## config.mk

```make
export PLATFORM = sky130hd
export DESIGN_NAME = ecu_ctrl
export DESIGN_NICKNAME = d
export VERILOG_FILES = /design/src/rtl/ecu_pkg.sv /design/src/rtl/ecu_ctrl.sv
export SDC_FILE = /design/constraint.sdc
export NUM_CORES = 1
export LEC_CHECK = 0
export BUFFER_PORTS_ARGS = -buffer_cell sky130_fd_sc_hd__clkbuf_2
export CORE_MARGIN = 2
export CORE_UTILIZATION = 35
export DETAILED_ROUTE_END_ITERATION = 7
export MAX_ROUTING_LAYER = met4
export PLACE_DENSITY = 0.67
export SLEW_MARGIN = 10
export SYNTH_ARGS = -nofsm -noshare
export SYNTH_HDL_FRONTEND = slang
export SYNTH_SLANG_ARGS = --single-unit
```

## constraint.sdc

```tcl
create_clock -name clk_i -period 6.1 [get_ports clk_i]
set_clock_uncertainty 0.2 [all_clocks]
set_input_delay 0.61 -clock clk_i [delete_from_list [all_inputs] [get_ports clk_i]]
set_output_delay 0.61 -clock clk_i [all_outputs]
set_load 0.02 [all_outputs]
```

## src/rtl/ecu_pkg.sv

```systemverilog
// Shared constants, types and tables of the fly camera core.
// No dependencies; used by the controller, the datapath and the top level.
package ecu_pkg;

  localparam int VFB  = 14;          // fraction bits of the basis vectors
  localparam int VW   = VFB + 2;     // stored basis vector width
  localparam int S1   = 30 - VFB;    // rounding shift of a single trig term
  localparam int S2   = 60 - VFB;    // rounding shift of a trig product
  localparam int AW   = 25;          // yaw and folded angle width
  localparam int PW   = 24;          // pitch width
  localparam int POSW = 24;          // position width
  localparam int CW   = 34;          // CORDIC x and y width
  localparam int TW   = 32;          // stored sine and cosine width
  localparam int RW   = 35;          // yaw wrap accumulator width
  localparam int MW   = 33 + VW;     // move product width
  localparam int DW   = 216;         // result tdata width
  localparam int IW   = 56;          // input tdata width

  localparam int CORDIC_STEPS = 23;

  localparam logic signed [AW-1:0] QUARTER_TURN = 25'sd5898240;
  localparam logic signed [AW-1:0] HALF_TURN    = 25'sd11796480;
  localparam logic signed [RW-1:0] FULL_TURN    = 35'sd23592960;
  localparam logic signed [RW-1:0] HALF_TURN_R  = 35'sd11796480;
  localparam logic signed [33:0]   PITCH_LIMIT  = 34'sd5832704;
  localparam logic signed [AW-1:0] YAW_RESET    = -25'sd5898240;
  localparam logic signed [CW-1:0] CORDIC_X0    = 34'sd652032874;
  localparam logic signed [CW-1:0] TRIG_ONE     = 34'sd1073741824;
  localparam logic signed [POSW-1:0] POS_X_RESET = 24'sd0;
  localparam logic signed [POSW-1:0] POS_Y_RESET = 24'sd76800;
  localparam logic signed [POSW-1:0] POS_Z_RESET = 24'sd51200;
  localparam logic signed [POSW+1:0] POS_MAX    = 26'sd8388607;
  localparam logic signed [POSW+1:0] POS_MIN    = -26'sd8388608;

  localparam logic [15:0] SENS_RESET  = 16'd6554;
  localparam logic [15:0] SPEED_RESET = 16'd640;

  localparam logic OP_LOOK = 1'b0;
  localparam logic OP_MOVE = 1'b1;

  localparam logic CFG_SENS  = 1'b0;
  localparam logic CFG_SPEED = 1'b1;

  localparam logic [2:0] DIR_FRONT_P = 3'd0;
  localparam logic [2:0] DIR_FRONT_N = 3'd1;
  localparam logic [2:0] DIR_UP_P    = 3'd2;
  localparam logic [2:0] DIR_UP_N    = 3'd3;
  localparam logic [2:0] DIR_RIGHT_N = 3'd4;
  localparam logic [2:0] DIR_RIGHT_P = 3'd5;

  typedef enum logic [3:0] {
    ST_IDLE, ST_ANG, ST_WRAP, ST_LOADY, ST_ITERY, ST_SAVEY,
    ST_LOADP, ST_ITERP, ST_SAVEP, ST_PROD, ST_MOVE, ST_DONE
  } state_e;

  typedef struct packed {
    logic       item_load;
    logic       look_upd;
    logic       vel_load;
    logic       wrap_step;
    logic       cordic_load;
    logic       cordic_step;
    logic       trig_save;
    logic       sel_pitch;
    logic       prod_step;
    logic       move_step;
    logic       out_load;
    logic [4:0] idx;
  } ecu_cmd_t;

  typedef struct packed {
    logic op_move;
    logic dir_valid;
  } ecu_stat_t;

  // atan(2^-i) in 1/65536 degree units.
  function automatic logic [22:0] atan_lut(input logic [4:0] i);
    logic [22:0] v;
    case (i)
      5'd0:  v = 23'd2949120;
      5'd1:  v = 23'd1740967;
      5'd2:  v = 23'd919879;
      5'd3:  v = 23'd466945;
      5'd4:  v = 23'd234379;
      5'd5:  v = 23'd117304;
      5'd6:  v = 23'd58666;
      5'd7:  v = 23'd29335;
      5'd8:  v = 23'd14668;
      5'd9:  v = 23'd7334;
      5'd10: v = 23'd3667;
      5'd11: v = 23'd1833;
      5'd12: v = 23'd917;
      5'd13: v = 23'd458;
      5'd14: v = 23'd229;
      5'd15: v = 23'd115;
      5'd16: v = 23'd57;
      5'd17: v = 23'd29;
      5'd18: v = 23'd14;
      5'd19: v = 23'd7;
      5'd20: v = 23'd4;
      5'd21: v = 23'd2;
      5'd22: v = 23'd1;
      default: v = 23'd0;
    endcase
    return v;
  endfunction

endpackage

```

## src/rtl/ecu_ctrl.sv

```systemverilog
// Sequencing state machine of the fly camera core.
// Depends on ecu_pkg; drives the datapath through ecu_cmd_t.
module ecu_ctrl import ecu_pkg::*; (
  input  logic      clk_i,
  input  logic      rst_ni,
  input  logic      in_valid_i,
  output logic      in_ready_o,
  output logic      out_valid_o,
  input  logic      out_ready_i,
  input  ecu_stat_t stat_i,
  output ecu_cmd_t  cmd_o
);

  state_e     state_q, state_d;
  logic [4:0] cnt_q, cnt_d;
  logic       init_q, init_d;
  logic       out_valid_q, out_valid_d;

  always_ff @(posedge clk_i or negedge rst_ni) begin
    if (!rst_ni) begin
      state_q     <= ST_LOADY;
      cnt_q       <= '0;
      init_q      <= 1'b1;
      out_valid_q <= 1'b0;
    end else begin
      state_q     <= state_d;
      cnt_q       <= cnt_d;
      init_q      <= init_d;
      out_valid_q <= out_valid_d;
    end
  end

  always_comb begin
    state_d     = state_q;
    cnt_d       = '0;
    init_d      = init_q;
    out_valid_d = out_valid_q && !out_ready_i;
    cmd_o       = '0;
    cmd_o.idx   = cnt_q;
    unique case (state_q)
      ST_IDLE: begin
        if (in_valid_i) begin
          cmd_o.item_load = 1'b1;
          state_d = ST_ANG;
        end
      end
      ST_ANG: begin
        if (stat_i.op_move) begin
          cmd_o.vel_load = 1'b1;
          state_d = stat_i.dir_valid ? ST_MOVE : ST_DONE;
        end else begin
          cmd_o.look_upd = 1'b1;
          state_d = ST_WRAP;
        end
      end
      ST_WRAP: begin
        cmd_o.wrap_step = 1'b1;
        if (cnt_q == 5'd8) state_d = ST_LOADY;
        else cnt_d = cnt_q + 5'd1;
      end
      ST_LOADY: begin
        cmd_o.cordic_load = 1'b1;
        state_d = ST_ITERY;
      end
      ST_ITERY: begin
        cmd_o.cordic_step = 1'b1;
        if (cnt_q == 5'(CORDIC_STEPS - 1)) state_d = ST_SAVEY;
        else cnt_d = cnt_q + 5'd1;
      end
      ST_SAVEY: begin
        cmd_o.trig_save = 1'b1;
        state_d = ST_LOADP;
      end
      ST_LOADP: begin
        cmd_o.cordic_load = 1'b1;
        cmd_o.sel_pitch   = 1'b1;
        state_d = ST_ITERP;
      end
      ST_ITERP: begin
        cmd_o.cordic_step = 1'b1;
        cmd_o.sel_pitch   = 1'b1;
        if (cnt_q == 5'(CORDIC_STEPS - 1)) state_d = ST_SAVEP;
        else cnt_d = cnt_q + 5'd1;
      end
      ST_SAVEP: begin
        cmd_o.trig_save = 1'b1;
        cmd_o.sel_pitch = 1'b1;
        state_d = ST_PROD;
      end
      ST_PROD: begin
        cmd_o.prod_step = 1'b1;
        if (cnt_q == 5'd3) begin
          init_d  = 1'b0;
          state_d = init_q ? ST_IDLE : ST_DONE;
        end else begin
          cnt_d = cnt_q + 5'd1;
        end
      end
      ST_MOVE: begin
        cmd_o.move_step = 1'b1;
        if (cnt_q == 5'd2) state_d = ST_DONE;
        else cnt_d = cnt_q + 5'd1;
      end
      ST_DONE: begin
        if (!out_valid_q || out_ready_i) begin
          cmd_o.out_load = 1'b1;
          out_valid_d    = 1'b1;
          state_d        = ST_IDLE;
        end
      end
      default: state_d = ST_IDLE;
    endcase
  end

  assign in_ready_o  = (state_q == ST_IDLE);
  assign out_valid_o = out_valid_q;

endmodule

```

# Word level (Yosys, flattened, before mapping)
# Cells that the tools add are included.
# W data, S select, Z words.
# totals
regBits,11
inputBits,6
output_inout_bits,18
elab_cells,70
# op_classes
add_sub_neg,1
eq_ne,22
muxes,32
reduce_logical,11
# op_table
operator,n
$pmux W4 S12,1
$mux W4,9
$mux W5,4
$pmux W5 S4,1
$eq A4 B3 Y1 const B,4
$eq A4 B4 Y1 const B,4
$mux W1,16
$ne A2 B2 Y1 const B,7
$eq A5 B2 Y1 const B,2
$eq A4 B2 Y1 const B,2
$reduce_and A7 Y1,1
$reduce_or A2 Y1,3
$add A5 B1 Y5 const B,1
$eq A5 B4 Y1 const B,1
$eq A5 B5 Y1 const B,1
$eq A4 B1 Y1 const B,1
$logic_not A4 Y1,1
$reduce_or A3 Y1,1
$logic_not A1 Y1,2
$mux W2,1
$reduce_and A2 Y1,1
$logic_and A1 B1 Y1,1
$logic_or A1 B1 Y1,1

# Logic depth before layout (Yosys ltp)
# Gate-level depths: netlist of the first run.
# depth
ltp_word,4
ltp_mapped,6
ltp_nobuf,6

# Worst setup path after synthesis of the first run
# Ideal clock, no wire load.
# synth_path
kind,register to output
startpoint,register state_q[0]
endpoint,output port cmd_o[13] (netlist name)
arrival_ps,1458
t_required_ps,5290
setup_slack_ps,3832
stages_incl_launch_ff,4
path_cell_list,dfstp_2 -> buf_2 -> nand2b_1 -> nor4_1
# synth_lines
item,line,source
from (decl),ecu_ctrl.sv:14,"state_e state_q, state_d;"
from (signal assigned),ecu_ctrl.sv:26,state_q <= state_d;
to (decl),ecu_ctrl.sv:11,output ecu_cmd_t cmd_o

==> impl_metrics.py, run 1 <==
metrics = {
    "power": {
        "p_per_area_nw_per_um2": 518,
        "power.switching_w": 0.000270,
        "seqPwrFrac_pct": 30.3,
        "power_leakage_nw": 0.494,
        "pwr-share-clk_pct": 9.5,
        "p_int_w": 0.000272,
        "combinationalPowerShare_pct": 60.2,
        "ir_drop_uv": 308,
        "p_sw_share_pct": 49.8,
    },
    "place": {
        "dp_hpwl_um": 1390,
        "portBuffers": 23,
        "place.gp.congestion": 0.724,
        "pre_cts_ws_ns": 3.84,
    },
    "sta": {
        "setup_tns_ns": 0,
        "hold_viol_final": 0,
        "max_slew_margin_pct": 69.6,
        "fmax_mhz": 393,
        "setup_viol": 0,
        "drv_slew": 0,
        "finalCritPeriodShare_pct": 41.7,
        "worst_slack_ns": 3.55,
        "worstMarginPinSlew_ns": 0.456,
        "grt_setup_unrepaired": "false",
        "fin_hold_ws_ns": 0.00594,
        "period_needed_ns": 2.55,
    },
    "die": {
        "io_pins": 24,
        "core_area_um2": 2450,
        "std_cell_rows": 18,
        "die_h_um": 54.7,
        "dieArea_um2": 2990,
        "initial_core_util_pct": 36.6,
        "die_x_um": 54.7,
    },
    "route": {
        "vias": 750,
        "wire_per_inst_um": 12.5,
        "ant_nets": 0,
        "drc": 0,
        "wl_um": 1830,
        "first_pass_iters": 4,
        "via_per_inst": 5.14,
        "drt_iter0_markers": 17,
    },
    "synth": {
        "synth_area_leader_cell": "dfrtp_1",
        "synth_warnings": 0,
        "synth_nets": 104,
        "syn-mean-instance-area_um2": 9.46,
        "ys_types": 41,
        "ys_top_cells_by_count": "12 x nor2_1, 8 x dfrtp_1, 7 x inv_1",
        "synth_area_leaders": "dfrtp_1 22%, dfstp_2 8.8%, o32ai_4 6.1%",
        "synthesis.area_um2": 898,
        "yosysSeqAreaShare_pct": 31.1,
        "ys.flop_type": "dfrtp_1",
        "synth_async_sr_flop_share_pct": 100,
        "syn_inst": 95,
        "synth-edff-count": 0,
        "ys_seq_elements": 11,
        "synth_top_area_share_pct": 22.3,
        "yosysMostFrequentCell": "nor2_1",
    },
    "cts": {
        "cts-root-buf": "clkbuf_4",
        "cts_buffers": 3,
        "cts_tree": "built",
        "clk_pin_slew_worst_paths_ns": 0.07,
        "cts_max_level": 1,
        "hold_buffers": 0,
        "cts_resized": 0,
        "cts_sinks": 11,
        "post_cts_buffers": 0,
        "clk_path_buf_depth": 2,
        "clk_latency_ns": 0.27,
    },
    "setup_path": {
        "max_stage_delay_ns": 0.63,
        "worstPathArrival_ns": 1.74,
        "worst_setup_path_start_kind": "flop",
        "crit_family": "flip-flops",
        "crit_slowest_cell": "dfrtp_1",
        "crit_buf_inv": 1,
        "critical_path_required_ns": 5.29,
        "ff2ff_setup_slack_ns": 3.95,
        "worstSetupPathType": "reg -> out",
        "end_kind": "output port",
        "cp_max_fo": 16,
        "cpMostUsedCell": "nor2_1",
        "cp_cell_sequence": "nand2b_1, nor2_1, a21oi_1, nor2_1, clkbuf_2",
    },
    "grt": {
        "grt_max_degree": 19,
        "grt_pass1_wl_um": 3010,
        "first_global_vias": 688,
        "grt_usage_pct": 14.1,
        "grt_overflow_total": 0,
        "antenna_found_initial": 0,
    },
    "outcome": {
        "outcome": "finished clean",
    },
    "flow_run": {
        "max_cap_violations": 0,
    },
    "final_layout": {
        "area_growth_pct": 16.3,
        "drive_above_1_share_pct": 34.5,
        "antennaDiodeCount": 0,
        "nets": 126,
    },
    "min_path": {
        "hold_path_class": "in -> async",
    },
}
[worst register-to-register path, delay by kind of cell, from the launching register on]
family | cells | cell delay, ns
simple gates | 2 | 0.73
flops | 1 | 0.63
mux | 1 | 0.33
compound gates | 1 | 0.20
[power by group through the flow]
stage / Sequential [W] / Clock, W / Combinational (W)
global route: 0.000172 / 0.0000565 / 0.000363
global placement: 0.000161 / 0 / 0.000327
floorplan: 0.000133 / 0 / 0.000293
CTS: 0.000162 / 0.0000547 / 0.000330
detailed placement: 0.000163 / 0 / 0.000329
finish: 0.000164 / 0.0000515 / 0.000326
[per-layer routing]
metal / up-vias / global-route usage [%] / share of wire, %
met3: 2 / 2.46 / 3.7
met2: 14 / 21.6 / 49
met5: - / - / 0
met4: 0 / 3.75 / 0.44
li1: 380 / - / -
met1: 354 / 19.1 / 47
[path summary, 6_finish.rpt]
kind / start / to / depth (start not counted)
max in group asynchronous: rst_ni / state_q[0] / 1
worst max register to register: state_q[2] / state_q[1] / 4
worst min register to register: init_q / init_q / 1
min in group clk_i: init_q / init_q / 1
worst max-delay path: state_q[2] / cmd_o[9] / 5
worst min-delay path: rst_ni / cnt_q[2] / 1
[final cells by class]
class | instances | area (µm²)
Clock buffer | 4 | 26.3
Fill cell | 249 | 1410
Multi-Input combinational cell | 70 | 557
Tap cell | 30 | 37.5
Timing Repair Buffer | 23 | 115
Inverter | 8 | 30.0
Sequential cell | 11 | 279
[sequential cells by signal (all words and copies together), names as in the netlist]
signal       cells
cnt_q            5
state_q          4
init_q           1
out_valid_o      1
[cells by family after synthesis]
logic type,synth area share [%]
simple gates,31.2
compound gates,17.8
xor+xnor,4.87
fa+ha+maj,4.18
mux,3.90
buf+inv,6.96
flops,31.1
[per-stage QoR]
stage | cells | utilization, % | total power, W | cell area [µm²]
after floorplan | 95 | - | 0.000427 | 898
after global placement | 142 | 41.5 | 0.000488 | 1020
after detailed placement | 142 | 41.5 | 0.000492 | 1020
after CTS | 146 | 42.6 | 0.000547 | 1040
after global routing | 146 | 42.6 | 0.000591 | 1040
final | 146 | 42.6 | 0.000541 | 1040
[cell usage in the layout (no fill, tap or decap), types with 3 or more instances in the layout]
cell type and n:
dfrtp_1 8, ha_1 3, clkbuf_2 23, clkbuf_4 3
inv_1 7, a21oi_1 5, nand2_1 3, xor2_1 4
nand2b_1 5, nor2_1 12, dfstp_2 3
No activity file was read; power rests on OpenSTA's default activity.
==> run 2: changes to the inputs <==
==> constraint.sdc (replaced) <==
create_clock -name clk_i -period 2.5 [get_ports clk_i]
set_clock_uncertainty 0.2 [all_clocks]
set_input_delay 0.25 -clock clk_i [delete_from_list [all_inputs] [get_ports clk_i]]
set_output_delay 0.25 -clock clk_i [all_outputs]
set_load 0.02 [all_outputs]
==> impl_metrics.py, run 2 (same netlist as run 1, synthesis figures left out) <==
metrics = {
    "setup_path": {
        "crit_family": "flip-flops",
        "crit_buf_inv": 1,
        "crit_slowest_cell": "dfrtp_1",
        "cpMostUsedCell": "nor2_1",
        "worst_setup_path_start_kind": "flop",
        "max_stage_delay_ns": 0.64,
        "cp_cell_sequence": "nand2b_1, nor2_1, a21oi_1, nor2_1, clkbuf_2",
        "end_kind": "output port",
        "worstPathArrival_ns": 1.76,
        "cp_max_fo": 16,
        "worstSetupPathType": "reg -> out",
        "critical_path_required_ns": 2.05,
    },
    "place": {
        "place.gp.congestion": 0.813,
        "dpl_cell_area_um2": 1030,
        "portBuffers": 23,
        "pre_cts_ws_ns": 0.407,
        "dp_hpwl_um": 1430,
    },
    "final_layout": {
        "fill_cells": 236,
        "multiInputGateArea_um2": 557,
        "top_register": "cnt_q",
        "nets": 128,
        "area_growth_pct": 18.2,
        "postLayoutCellArea_um2": 1060,
        "antennaDiodeCount": 0,
        "largest_reg_flops": 5,
        "seq_area_um2": 279,
        "top_regs": "cnt_q x5, state_q x4",
        "final_common_cell": "clkbuf_2",
        "drive_above_1_share_pct": 34.7,
        "layout_common_cells": "23 x clkbuf_2, 12 x nor2_1, 8 x dfrtp_1, 7 x inv_1",
    },
    "sta": {
        "worstMarginPinSlew_ns": 0.469,
        "setup_tns_ns": 0,
        "grt_setup_unrepaired": "false",
        "drv_slew": 0,
        "finalCritPeriodShare_pct": 88.5,
        "worst_slack_ns": 0.289,
        "period_needed_ns": 2.21,
        "max_slew_margin_pct": 68.7,
        "hold_viol_final": 0,
        "setup_viol": 0,
        "fin_hold_ws_ns": 0.157,
        "fmax_mhz": 452,
    },
    "route": {
        "drt_iter0_markers": 20,
        "drc": 0,
        "first_pass_iters": 4,
        "wire_per_inst_um": 12.7,
        "ant_nets": 0,
        "vias": 759,
        "wl_um": 1890,
        "via_per_inst": 5.13,
    },
    "power": {
        "ir_drop_uv": 781,
        "p_per_area_nw_per_um2": 1270,
        "power_leakage_nw": 0.503,
        "total_power_w": 0.00135,
    },
    "die": {
        "core_area_um2": 2450,
        "die_h_um": 54.7,
        "io_pins": 24,
        "die_x_um": 54.7,
        "initial_core_util_pct": 36.6,
        "dieArea_um2": 2990,
        "std_cell_rows": 18,
    },
    "cts": {
        "cts_resized": 0,
        "cts_sinks": 11,
        "cts_buffers": 3,
        "cts-root-buf": "clkbuf_4",
        "clk_latency_ns": 0.28,
        "cts_tree": "built",
        "clk_path_buf_depth": 2,
        "clk_pin_slew_worst_paths_ns": 0.08,
        "cts_max_level": 1,
    },
    "grt": {
        "grt_usage_pct": 14.1,
        "grt_util_met1_pct": 21.1,
        "grt_max_degree": 19,
        "grt_busiest_layer": "met1",
        "grt_pass1_wl_um": 2970,
        "grt_overflow_total": 0,
        "gr-usage-met3_pct": 3.55,
        "met2_usage_pct": 18.5,
        "antenna_found_initial": 0,
        "first_global_vias": 652,
    },
    "outcome": {
        "outcome": "finished clean",
    },
    "min_path": {
        "hold_path_class": "in -> reg",
    },
    "flow_run": {
        "max_cap_violations": 0,
    },
}
## run 2: cell count changes in the layout (fill, tap and decap cells not counted)
cell,previous run,this run
buf_4,0,1
dlygate4sd3_1,0,1
## run 2: worst paths after layout
check	start	to	slack [ns]	cells after the start
worst max-delay path	state_q[2]	cmd_o[9]	0.29	5
worst min-delay path	out_ready_i	out_valid_o	0.16	3
worst max register to register	state_q[2]	state_q[1]	0.38	4
worst min register to register	init_q	init_q	0.31	1
max in group asynchronous	rst_ni	state_q[1]	1.66	2
min in group asynchronous	rst_ni	state_q[3]	0.17	2
## run 2: metal layers
| metal | wire [µm] | vias up |
|---|---|---|
| met5 | 0 | - |
| met4 | 17 | 0 |
| met3 | 69 | 3 |
| met2 | 882 | 11 |
| met1 | 917 | 363 |
| li1 | - | 382 |
## run 2: area by class of cell
class / instances / area share [%]
well taps: 30 / 3.53
inverters: 8 / 2.83
repair buffers: 25 / 12.5
clock buffers: 4 / 2.47
flip-flops and latches: 11 / 26.3
multi-input cells: 70 / 52.4
## run 2: per-stage QoR
stage / util [%] / instances
2_1_floorplan: - / 95
3_3_place_gp: 41.8 / 143
3_5_place_dp: 41.8 / 143
4_1_cts: 43.3 / 148
5_1_grt: 43.3 / 148
6_report: 43.3 / 148
## run 2: power by group
part / switching (W) / internal, W
registers: 0.000140 / 0.000249
logic: 0.000466 / 0.000361
clock network: 0.0000692 / 0.0000619
## run 2: worst reg2reg max path, stage by stage (launching register included)
cell and delay [ns]:
dfrtp_1 0.64, nand2b_1 0.42, o32ai_4 0.18, nor3_4 0.29, mux2_4 0.32
## run 2: timing repair
| item | in CTS | in global routing |
|---|---|---|
| endpoints found under the hold margin | 11 | 0 |
| setup buffers | 0 | 0 |
| hold buffers | 1 | 0 |
